[config.mk]
export PLATFORM = sky130hd
export DESIGN_NAME = lux_change_median_filter_core
export DESIGN_NICKNAME = d
export VERILOG_FILES = /design/src/rtl/lcmf_pkg.sv /design/src/rtl/lcmf_change_det.sv /design/src/rtl/lcmf_history.sv /design/src/rtl/lux_change_median_filter_core.sv
export SDC_FILE = /design/constraint.sdc
export NUM_CORES = 1
export LEC_CHECK = 0
export BUFFER_PORTS_ARGS = -buffer_cell sky130_fd_sc_hd__buf_2
export CORE_ASPECT_RATIO = 0.6
export CORE_MARGIN = 2
export CORE_UTILIZATION = 50
export DETAILED_ROUTE_END_ITERATION = 8
export MAX_ROUTING_LAYER = met4
export PLACE_DENSITY = 0.78
export SYNTH_ARGS = -nofsm -noshare
export SYNTH_HDL_FRONTEND = slang
export SYNTH_SLANG_ARGS = --single-unit
export TNS_END_PERCENT = 50
[constraint.sdc]
create_clock -name i_clk -period 17.9 [get_ports i_clk]
set_input_delay 0.895 -clock i_clk [delete_from_list [all_inputs] [get_ports i_clk]]
set_output_delay 0.895 -clock i_clk [all_outputs]
set_load 0.01 [all_outputs]
[src/rtl/lcmf_pkg.sv]
// Shared types and constants of the lux change median filter.
// Used by the change detector, the history, the top level and the test bench; depends on nothing.
`timescale 1ns / 1ps

package lcmf_pkg;

    localparam int RAW_W      = 16;
    localparam int LUX_W      = 20;
    localparam int CNT_W      = 2;
    localparam int LUX_SHIFT  = 3;
    localparam int HIST_DEPTH = 3;
    localparam int OUT_DATA_W = 24;

    typedef logic signed [LUX_W-1:0] t_lux;

    // No-data sentinel written into the history on a clear.
    localparam t_lux NO_DATA = -20'sd61;

    // Report limit after reset.
    localparam logic [CNT_W-1:0] REPORT_AFTER_RST = 2'd2;

    // Item kind carried on tuser.
    typedef enum logic {
        KIND_SAMPLE = 1'b0,
        KIND_CLEAR  = 1'b1
    } t_kind;

    // Control from the top level to the history.
    typedef struct packed {
        logic shift;
        logic fill;
    } t_hist_ctrl;

    // Median pick table, indexed by the three compare results.
    localparam logic [1:0] MEDIAN_PICK [8] = '{2'd1, 2'd0, 2'd2, 2'd0,
                                               2'd0, 2'd2, 2'd0, 2'd1};

endpackage

[src/rtl/lcmf_change_det.sv]
// Lux scaling and change threshold test against the reported value.
// Depends on lcmf_pkg.
`timescale 1ns / 1ps

module lcmf_change_det (
    input  logic [lcmf_pkg::RAW_W-1:0] i_raw,
    input  lcmf_pkg::t_lux             i_reported,
    output lcmf_pkg::t_lux             o_lux,
    output logic                       o_over
);
    import lcmf_pkg::*;

    logic signed [LUX_W:0] w_diff;
    logic [LUX_W-1:0]      w_abs;
    logic [LUX_W+2:0]      w_five;
    logic [LUX_W+2:0]      w_rep_ext;

    // Scale by eight: the lux value is always non-negative.
    assign o_lux = t_lux'({1'b0, i_raw, {LUX_SHIFT{1'b0}}});

    // Absolute difference against the reported value.
    assign w_diff = {o_lux[LUX_W-1], o_lux} - {i_reported[LUX_W-1], i_reported};
    assign w_abs  = w_diff[LUX_W] ? LUX_W'(-w_diff) : w_diff[LUX_W-1:0];

    // For a non-negative reported value r, diff > r/5 holds exactly when 5*diff > r.
    assign w_five    = {w_abs, 2'b00} + {3'b000, w_abs};
    assign w_rep_ext = {3'b000, i_reported};

    // A negative reported value has a negative threshold, so every sample is over.
    assign o_over = i_reported[LUX_W-1] || (w_five > w_rep_ext);

endmodule

[src/rtl/lcmf_history.sv]
// Three-deep lux history with median-of-three selection.
// Depends on lcmf_pkg.
`timescale 1ns / 1ps

module lcmf_history (
    input  logic                i_clk,
    input  logic                i_rst_n,
    input  lcmf_pkg::t_hist_ctrl i_ctrl,
    input  lcmf_pkg::t_lux      i_lux,
    output lcmf_pkg::t_lux      o_median
);
    import lcmf_pkg::*;

    t_lux       r_hist [HIST_DEPTH];
    t_lux       w_cand [HIST_DEPTH];
    logic [2:0] w_sel;

    // History update: a clear refills with the sentinel, a shift pushes the new lux.
    always_ff @(posedge i_clk) begin
        if (!i_rst_n) begin
            for (int i = 0; i < HIST_DEPTH; i++) begin
                r_hist[i] <= NO_DATA;
            end
        end else if (i_ctrl.fill) begin
            for (int i = 0; i < HIST_DEPTH; i++) begin
                r_hist[i] <= NO_DATA;
            end
        end else if (i_ctrl.shift) begin
            r_hist[0] <= i_lux;
            for (int i = 1; i < HIST_DEPTH; i++) begin
                r_hist[i] <= r_hist[i-1];
            end
        end
    end

    // The median is taken over the history as it stands after the shift.
    assign w_cand[0] = i_lux;
    assign w_cand[1] = r_hist[0];
    assign w_cand[2] = r_hist[1];

    assign w_sel = {w_cand[0] > w_cand[1], w_cand[1] > w_cand[2], w_cand[0] > w_cand[2]};
    assign o_median = w_cand[MEDIAN_PICK[w_sel]];

endmodule

[src/rtl/lux_change_median_filter_core.sv]
// Channel   | Dir | Handshake           | Payload
// s (in)    | in  | i_s_tvalid/o_s_tready | tdata = raw_reading, tuser = kind
// m (out)   | out | o_m_tvalid/i_m_tready | tdata = lux_value (zero padded)
// cfg       | in  | i_cfg_we            | i_cfg_wdata = report_after
//
// One request per cycle sustained while no reporting request waits on a held
// result; requests pass the input register and results the output register.
// The input register feeds one pass of compare, count and median logic into the
// output register. Reset is synchronous active low and returns the history to
// the sentinel, the reported value to zero and the report limit to two.
// A held result stalls an input request only when that request also reports.
`timescale 1ns / 1ps

module lux_change_median_filter_core (
    input  logic        i_clk,
    input  logic        i_rst_n,
    // Input stream
    input  logic        i_s_tvalid,
    output logic        o_s_tready,
    input  logic [15:0] i_s_tdata,   // [15:0] raw_reading
    input  logic [0:0]  i_s_tuser,   // [0] kind
    // Output stream
    output logic        o_m_tvalid,
    input  logic        i_m_tready,
    output logic [23:0] o_m_tdata,   // [19:0] lux_value, [23:20] zero
    // Configuration
    input  logic        i_cfg_we,
    input  logic [1:0]  i_cfg_wdata
);
    import lcmf_pkg::*;

    logic             r_in_valid;
    t_kind            r_in_kind;
    logic [RAW_W-1:0] r_in_raw;
    t_lux             r_rep;
    logic [CNT_W-1:0] r_cnt;
    logic [CNT_W-1:0] r_ra;
    logic             r_out_valid;
    t_lux             r_out_lux;

    logic [CNT_W-1:0] n_cnt;
    t_lux             w_lux;
    t_lux             w_median;
    logic             w_over;
    logic             w_sample;
    logic [CNT_W:0]   w_cnt_inc;
    logic [CNT_W:0]   w_limit;
    logic             w_emit;
    logic             w_out_free;
    logic             w_fire;
    t_hist_ctrl       w_hctl;

    // Threshold test of the registered sample.
    lcmf_change_det u_det (
        .i_raw      (r_in_raw),
        .i_reported (r_rep),
        .o_lux      (w_lux),
        .o_over     (w_over)
    );

    // History and median.
    lcmf_history u_hist (
        .i_clk    (i_clk),
        .i_rst_n  (i_rst_n),
        .i_ctrl   (w_hctl),
        .i_lux    (w_lux),
        .o_median (w_median)
    );

    // Count and report decision; a limit of zero acts as one.
    assign w_sample  = (r_in_kind == KIND_SAMPLE);
    assign w_cnt_inc = {1'b0, r_cnt} + (CNT_W+1)'(1);
    assign w_limit   = (r_ra == '0) ? (CNT_W+1)'(1) : {1'b0, r_ra};
    assign w_emit    = w_sample && w_over && (w_cnt_inc >= w_limit);

    // The held item moves on unless it reports into a full, stalled output register.
    assign w_out_free = !r_out_valid || i_m_tready;
    assign w_fire     = r_in_valid && (!w_emit || w_out_free);
    assign o_s_tready = !r_in_valid || w_fire;

    assign w_hctl.fill  = w_fire && !w_sample;
    assign w_hctl.shift = w_fire && w_sample && w_over;

    always_comb begin
        n_cnt = r_cnt;
        if (w_sample) begin
            if (w_emit || !w_over) begin
                n_cnt = '0;
            end else begin
                n_cnt = w_cnt_inc[CNT_W-1:0];
            end
        end
    end

    // Input register.
    always_ff @(posedge i_clk) begin
        if (!i_rst_n) begin
            r_in_valid <= 1'b0;
        end else if (o_s_tready) begin
            r_in_valid <= i_s_tvalid;
        end
    end

    always_ff @(posedge i_clk) begin
        if (i_s_tvalid && o_s_tready) begin
            r_in_kind <= t_kind'(i_s_tuser[0]);
            r_in_raw  <= i_s_tdata;
        end
    end

    // Filter state and report limit.
    always_ff @(posedge i_clk) begin
        if (!i_rst_n) begin
            r_rep <= '0;
            r_cnt <= '0;
            r_ra  <= REPORT_AFTER_RST;
        end else begin
            if (i_cfg_we) begin
                r_ra <= i_cfg_wdata;
            end
            if (w_fire) begin
                r_cnt <= n_cnt;
                if (w_emit) begin
                    r_rep <= w_median;
                end
            end
        end
    end

    // Output register.
    always_ff @(posedge i_clk) begin
        if (!i_rst_n) begin
            r_out_valid <= 1'b0;
        end else if (w_fire && w_emit) begin
            r_out_valid <= 1'b1;
        end else if (i_m_tready) begin
            r_out_valid <= 1'b0;
        end
    end

    always_ff @(posedge i_clk) begin
        if (w_fire && w_emit) begin
            r_out_lux <= w_median;
        end
    end

    assign o_m_tvalid = r_out_valid;
    assign o_m_tdata  = {{(OUT_DATA_W-LUX_W){1'b0}}, r_out_lux};

endmodule

# [Yosys cells after proc, flatten, opt, wreduce, memory -nomap -nowiden]
# Memories as Yosys holds them, arrays and structs flattened.
# Cells that the tools add are included.
[op_classes] add_sub_neg=4 multipliers=0 div_mod_pow=0 n_lt_le_gt_ge=7 eq_ne=0 shift=0 n_mux=24 n_bitwise=9 n_reduce_logical=21
[ops] op="20-bit two-way mux" count=9
[ops] op="20-bit greater-than comparator" count=3
[ops] op="20-bit binary-select mux with 2-bit select" count=1
[ops] op="22-bit by 20-bit adder with 23-bit output" count=1
[ops] op="23-bit by 20-bit greater-than comparator with 1-bit output" count=1
[ops] op="20-bit by 20-bit subtractor with 21-bit output" count=1
[ops] op="20-bit negator" count=1
[ops] op="1-bit two-way mux" count=10
[ops] op="1-bit logical AND" count=8
[ops] op="2-bit two-way mux" count=4
[ops] op="1-bit OR" count=6
[ops] op="1-bit logical OR" count=5
[ops] op="4-bit greater-or-equal comparator (second input constant)" count=1
[ops] op="1-bit logical NOT" count=4
[ops] op="3-bit NOT with 4-bit output" count=1
[ops] op="2-bit AND reduction" count=2
[ops] op="2-bit by 1-bit adder with 3-bit output (second input constant)" count=1
[ops] op="3-bit by 2-bit greater-or-equal comparator with 1-bit output" count=1
[ops] op="3-bit greater-or-equal comparator (second input constant)" count=1
[ops] op="2-bit NOT with 3-bit output" count=1
[ops] op="2-bit logical NOT" count=1
[ops] op="2-bit nonzero test" count=1
[ops] op="1-bit NOT" count=1
[totals] reg_bits=63 latchBits=0 mem_bits_rw=60 rom_bits=16 output_inout_bits=26 memories=2
[memory_table] memory="u_hist.r_hist" depth=3 word_bits=20 rd=2 rd_clocked_by_memory_dff=0 write_ports=3 line_no="lcmf_history.sv:14" text="t_lux r_hist [HIST_DEPTH];"
[memory_table] memory="(no name shown)" depth=8 word_bits=2 rd=1 rd_clocked_by_memory_dff=0 write_ports=0 line_no="lcmf_history.sv:42" text="assign o_median = w_cand[MEDIAN_PICK[w_sel]];"

# [Logic depth before layout (Yosys ltp)]
[depth] ltp_word=18 ltp_mapped=45

# [Cells and area by module]
# Synthesis repeated with hierarchy kept, for this count alone.
[unflattened] cells_unflattened=943 hier_area_um2=8775.9
[by_module_without_submodules] mod="lcmf_history" instances=1 cells_each=344 area_each_um2=3378.2 seq_area_each_um2=1201.2
[by_module_without_submodules] mod="lcmf_change_det" instances=1 cells_each=431 area_each_um2=3076.7 seq_area_each_um2=0.0
[by_module_without_submodules] mod="lux_change_median_filter_core" instances=1 cells_each=168 area_each_um2=2321.0 seq_area_each_um2=1631.6

# [Least setup slack after synthesis]
# No wires, ideal clock.
[synth_timing] path_type="reg-to-reg" start="register r_in_raw[0]" end="memory u_hist.r_hist[0][10] (netlist name), enable pin" t_arrival_ps=9084 t_required_ps=17428 setup_slack_ps=8344 path_stages_with_launch=41 path_buffers=3 path_cell_list="edfxtp_1 > inv_1 > fa_1 > nand2b_1 > a211oi_1 > o211ai_1 > a21oi_1 > a21oi_1 > o21ai_0 > a21oi_1 > nor2_1 > ha_1 > clkbuf_1 > clkbuf_1 > clkbuf_1 > nor2_1 > xnor2_1 > ha_1 > [... 5 more ...] > a21oi_1 > and2_1 > a221o_1 > a21oi_1 > o21bai_1 > a21o_1 > a21oi_1 > xnor2_1 > ha_1 > nand4_1 > nor4_1 > o21ai_0 > nand2_1 > o21ai_0 > mux2i_1 > o2111ai_4 > a31oi_1 > o21ai_0"
[synth_lines] item="start: declaration" line_no="lux_change_median_filter_core.sv:34" text="logic [RAW_W-1:0] r_in_raw;"
[synth_lines] item="start signal: assignment" line_no="lux_change_median_filter_core.sv:107" text="r_in_raw <= i_s_tdata;"
[synth_lines] item="end: declaration" line_no="lcmf_history.sv:14"

# [Worst setup path after layout]
[layout_timing] start="register r_in_raw[0]" end="output port o_s_tready"
[layout_via] elab_chain_cells=12
[layout_rtl] item="20-bit by 20-bit subtractor with 21-bit output *" line_no="lcmf_change_det.sv:22" text="assign w_diff = {o_lux[LUX_W-1], o_lux} - {i_reported[LUX_W-1], i_reported};"
[layout_rtl] item="20-bit negator" line_no="lcmf_change_det.sv:23" text="assign w_abs = w_diff[LUX_W] ? LUX_W'(-w_diff) : w_diff[LUX_W-1:0];"
[layout_rtl] item="20-bit two-way mux *" line_no="lcmf_change_det.sv:23"
[layout_rtl] item="22-bit by 20-bit adder with 23-bit output *" line_no="lcmf_change_det.sv:26" text="assign w_five = {w_abs, 2'b00} + {3'b000, w_abs};"
[layout_rtl] item="23-bit by 20-bit greater-than comparator with 1-bit output *" line_no="lcmf_change_det.sv:30" text="assign o_over = i_reported[LUX_W-1] || (w_five > w_rep_ext);"
[layout_rtl] item="1-bit logical OR *" line_no="lcmf_change_det.sv:30"
[layout_rtl] item="1-bit logical AND * (2 in series)" line_no="lux_change_median_filter_core.sv:74" text="assign w_emit = w_sample && w_over && (w_cnt_inc >= w_limit);"
[layout_rtl] item="1-bit logical NOT *" line_no="lux_change_median_filter_core.sv:78" text="assign w_fire = r_in_valid && (!w_emit || w_out_free);"
[layout_rtl] item="1-bit logical OR *" line_no="lux_change_median_filter_core.sv:78"
[layout_rtl] item="1-bit logical AND *" line_no="lux_change_median_filter_core.sv:78"
[layout_rtl] item="1-bit logical OR *" line_no="lux_change_median_filter_core.sv:79" text="assign o_s_tready = !r_in_valid || w_fire;"
[layout_rtl] item="end: declaration" line_no="lux_change_median_filter_core.sv:19" text="output logic o_s_tready,"
# Mark *: on every way between the ends. The rest lies on a longest branch, timed or not.

==> implementation parameters <==
Parameter                              Value

Routing
  Number of iterations in the first detailed-routing pass    5
  Iteration-0 DRC Markers    642
  Residual DRC count    0
  Total via count after detailed routing    6,402
  Detailed Route WL    20.0 mm
  Remaining antenna violation count after routing    0
  Routed via count divided by cell count    5.91
  Routed length per placed instance    18.5 um

Placement
  Port-buffer cells    44
  Routability congestion estimate    0.952
  Detail Placement HPWL    15.3 mm
  Placed cell area    0.00813 mm^2

Logic synthesis
  Library cell with the largest summed area after synthesis    sky130_fd_sc_hd__edfxtp_1
  Area contributors post-synth    sky130_fd_sc_hd__edfxtp_1 26%, sky130_fd_sc_hd__ha_1 17%, sky130_fd_sc_hd__dfxtp_1 5.9%, sky130_fd_sc_hd__nand2_1 4.2%, sky130_fd_sc_hd__inv_1 3.5%
  Sequential cell area fraction in the yosys report    32.1%
  Count of flip-flops with a built-in enable after synthesis    68
  Mean area per synthesized cell    9.23 um^2
  Number of warnings reported in the yosys synthesis log    0
  Post-synth top flop    sky130_fd_sc_hd__edfxtp_1
  Fraction of post-synthesis cell area in the top cell type by area    26.2%
  Flip-flop and latch count after synthesis    91
  Unique masters post-synth    76
  Count of mapped cells out of synthesis    844
  Post-synthesis cell area    0.00779 mm^2
  FFs w/ async S/R, synth    0%

Floorplan
  Starting density of the core    51.0%
  Boundary pin count    50
  Die area    0.0166 mm^2
  Placeable core region    0.0153 mm^2
  Die Span X    165 um
  Die H    101 um
  Row cnt    35

Run
  Maximum capacitance violations    0

STA
  Post-Route Skew    0.00871 ns
  Relative slew slack    13.0%
  Max Freq    0.106 GHz
  Slew Limit Fails    0
  RSZ-0062 raised after global routing    no
  Final hold violation count    0
  Tmin final    9.40 ns
  Crit share post-route    52.5%
  Transition at the pin with the smallest max-transition slack    1.28 ns
  Endpoints failing setup    0
  Setup total negative slack    0 ns

Critical path
  Longest individual stage delay on the worst path    0.68 ns
  Kind of end point of the critical path    output pin
  Category of the critical setup timing path    flop to output pin
  Origin of the critical flop-to-flop path    r_in_raw[0]
  Worst setup startpoint    r_in_raw[0]
  Most frequent cell on the critical path    sky130_fd_sc_hd__a21oi_1
  Element type at the critical path start    flop
  Required time worst endpoint    17.01 ns
  Critical-path cell with the highest stage delay    sky130_fd_sc_hd__ha_1
  Largest fanout on the critical path    25
  Arrival @ worst endpoint    8.50 ns

Clock network
  Clk root buf    sky130_fd_sc_hd__clkbuf_16
  # clock sinks    91
  Post-CTS setup buffer count    0
  Number of H-tree levels    3
  Total clock buffers created by CTS    9
  TritonCTS clock tree    yes
  Clock-pin transition on the worst setup and hold timing paths    0.07 ns
  Buffers from clock root to sink, at most    2
  Hold buffer count at CTS    0
  Count of cells resized by post-cts repair    0
  Latest clock arrival within the worst-skew pair    0.35 ns

Global routing
  Global router's overall resource usage    25.6%
  Number of global-route vias before repair    5,948
  First-pass GRT wire length    31.7 mm
  Antenna violations before repair    0
  Largest net degree at the start of global routing    43
  Leftover overflow at the end of global routing    0

Outcome
  Result of the run    finished clean

Pwr
  Static Leakage    3.71 nW
  IR drop worst, VDD    0.0797 mV
  Total power divided by cell area    133 mW/mm^2

Final layout
  Final instance area    0.00846 mm^2
  Layout overhead on the synthesized area    8.61%
  # diodes    0
  Layout cells sized above 1    10.3%
  Post-layout nets    1,010

Hold path
  Worst hold path class    flop to flop
  Source of the worst hold timing path    r_rep[16]
## report_power, final
group	internal [W]	total [W]	switching, W
clock network	0.000126	0.000213	0.0000869
registers	0.000241	0.000249	0.00000879
logic	0.000277	0.000663	0.000386
## per-stage QoR
stage,hold WS [ns],std cells,power [W],util (%),worst slack [ns]
5_1_grt,0.480,1083,0.00121,55.4,7.80
3_3_place_gp,0.445,1067,0.000895,53.2,9.35
6_report,0.463,1083,0.00113,55.4,8.50
3_5_place_dp,0.449,1067,0.000904,53.2,8.91
4_1_cts,0.461,1083,0.00112,55.4,8.66
2_1_floorplan,0.435,848,0.000766,-,8.34
## Yosys cell counts (all sizes together) (7+ instances only)
cell,count
mux2i,25
a31oi,8
nor2,72
and2,11
or3,16
inv,73
buf,14
nand2,89
a21o,27
nand2b,9
nor2b,9
o211ai,7
dfxtp,23
edfxtp,68
o21a,11
clkbuf,15
a21oi,52
a211oi,8
o22ai,22
xor2,16
nand4,17
o21ai,32
ha,108
nor3,15
xnor2,25
## state kept, by name, indices dropped and copies added, names as in the netlist, 2 cells and up
| register | count |
|---|---|
| r_ra | 2 |
| r_in_raw | 16 |
| r_rep | 17 |
| r_out_lux | 17 |
| r_cnt | 2 |
| u_hist.r_hist | 34 |
## worst max-delay path, delay by kind of cell, from the launching register on
family	cells	cell delay [ns]
AO/OA/AOI/OAI	17	3.24
XOR/XNOR	1	0.14
adder cells (fa/ha/maj)	5	2.03
buffers and inverters	3	0.34
flip-flops	1	0.46
multiplexers	1	0.22
AND/OR/NAND/NOR	11	1.73
## final timing paths
check,end,slack (ns),cells after the start
max reg2reg,r_in_raw[5],8.73,37
min reg2reg,r_rep[16],0.46,2
max,o_s_tready,8.50,38
min,r_rep[16],0.46,2
## cell usage in the layout (no fill, tap or decap), drive strengths merged, types with 3 or more instances in the layout
cell type	instances
a21oi	52
edfxtp	68
xor2	16
a211oi	8
mux2i	25
and2	11
or2	4
fa	3
buf	45
nor4	5
o21a	11
o21ai	32
o211ai	7
xnor2	25
o31ai	3
nand3	6
dfxtp	23
o22ai	22
conb	5
clkbuf	11
o21bai	4
and3	5
nor2	72
a41oi	3
nor2b	9
or3	16
a21boi	6
nand2b	9
nand2	89
nand4	17
ha	108
a31oi	8
nor3	15
a211o	4
inv	76
a21o	27
## cell families (layout without fill, tap and decap cells)
group | after synthesis | count (layout) | share of synthesized area [%]
other | 1 | 5 | 0.0481
AND/OR/NAND/NOR | 265 | 265 | 17.0
XOR/XNOR | 42 | 42 | 5.11
buffers and inverters | 102 | 134 | 5.88
multiplexers | 25 | 25 | 3.21
flip-flops | 91 | 91 | 32.1
adder cells (fa/ha/maj) | 111 | 111 | 18.1
AO/OA/AOI/OAI | 207 | 207 | 18.5
## metal layers
| layer | track usage (%) | part of all wire [%] | vias to the layer above |
|---|---|---|---|
| met5 | - | 0 | - |
| met4 | 3.28 | 0.73 | 0 |
| met3 | 6.91 | 9.6 | 15 |
| met2 | 35.5 | 40 | 264 |
| met1 | 37.8 | 50 | 3008 |
| li1 | - | - | 3115 |
## layout make-up
cell class | instances | area (um^2)
flip-flops and latches | 91 | 2500
clock buffers | 11 | 275
fillers | 1355 | 6820
inverters | 73 | 274
repair buffers | 45 | 228
well taps | 203 | 254
multi-input cells | 655 | 4870
clock inverters | 5 | 60.1
Note: power is estimated with default switching activity, not from simulation.
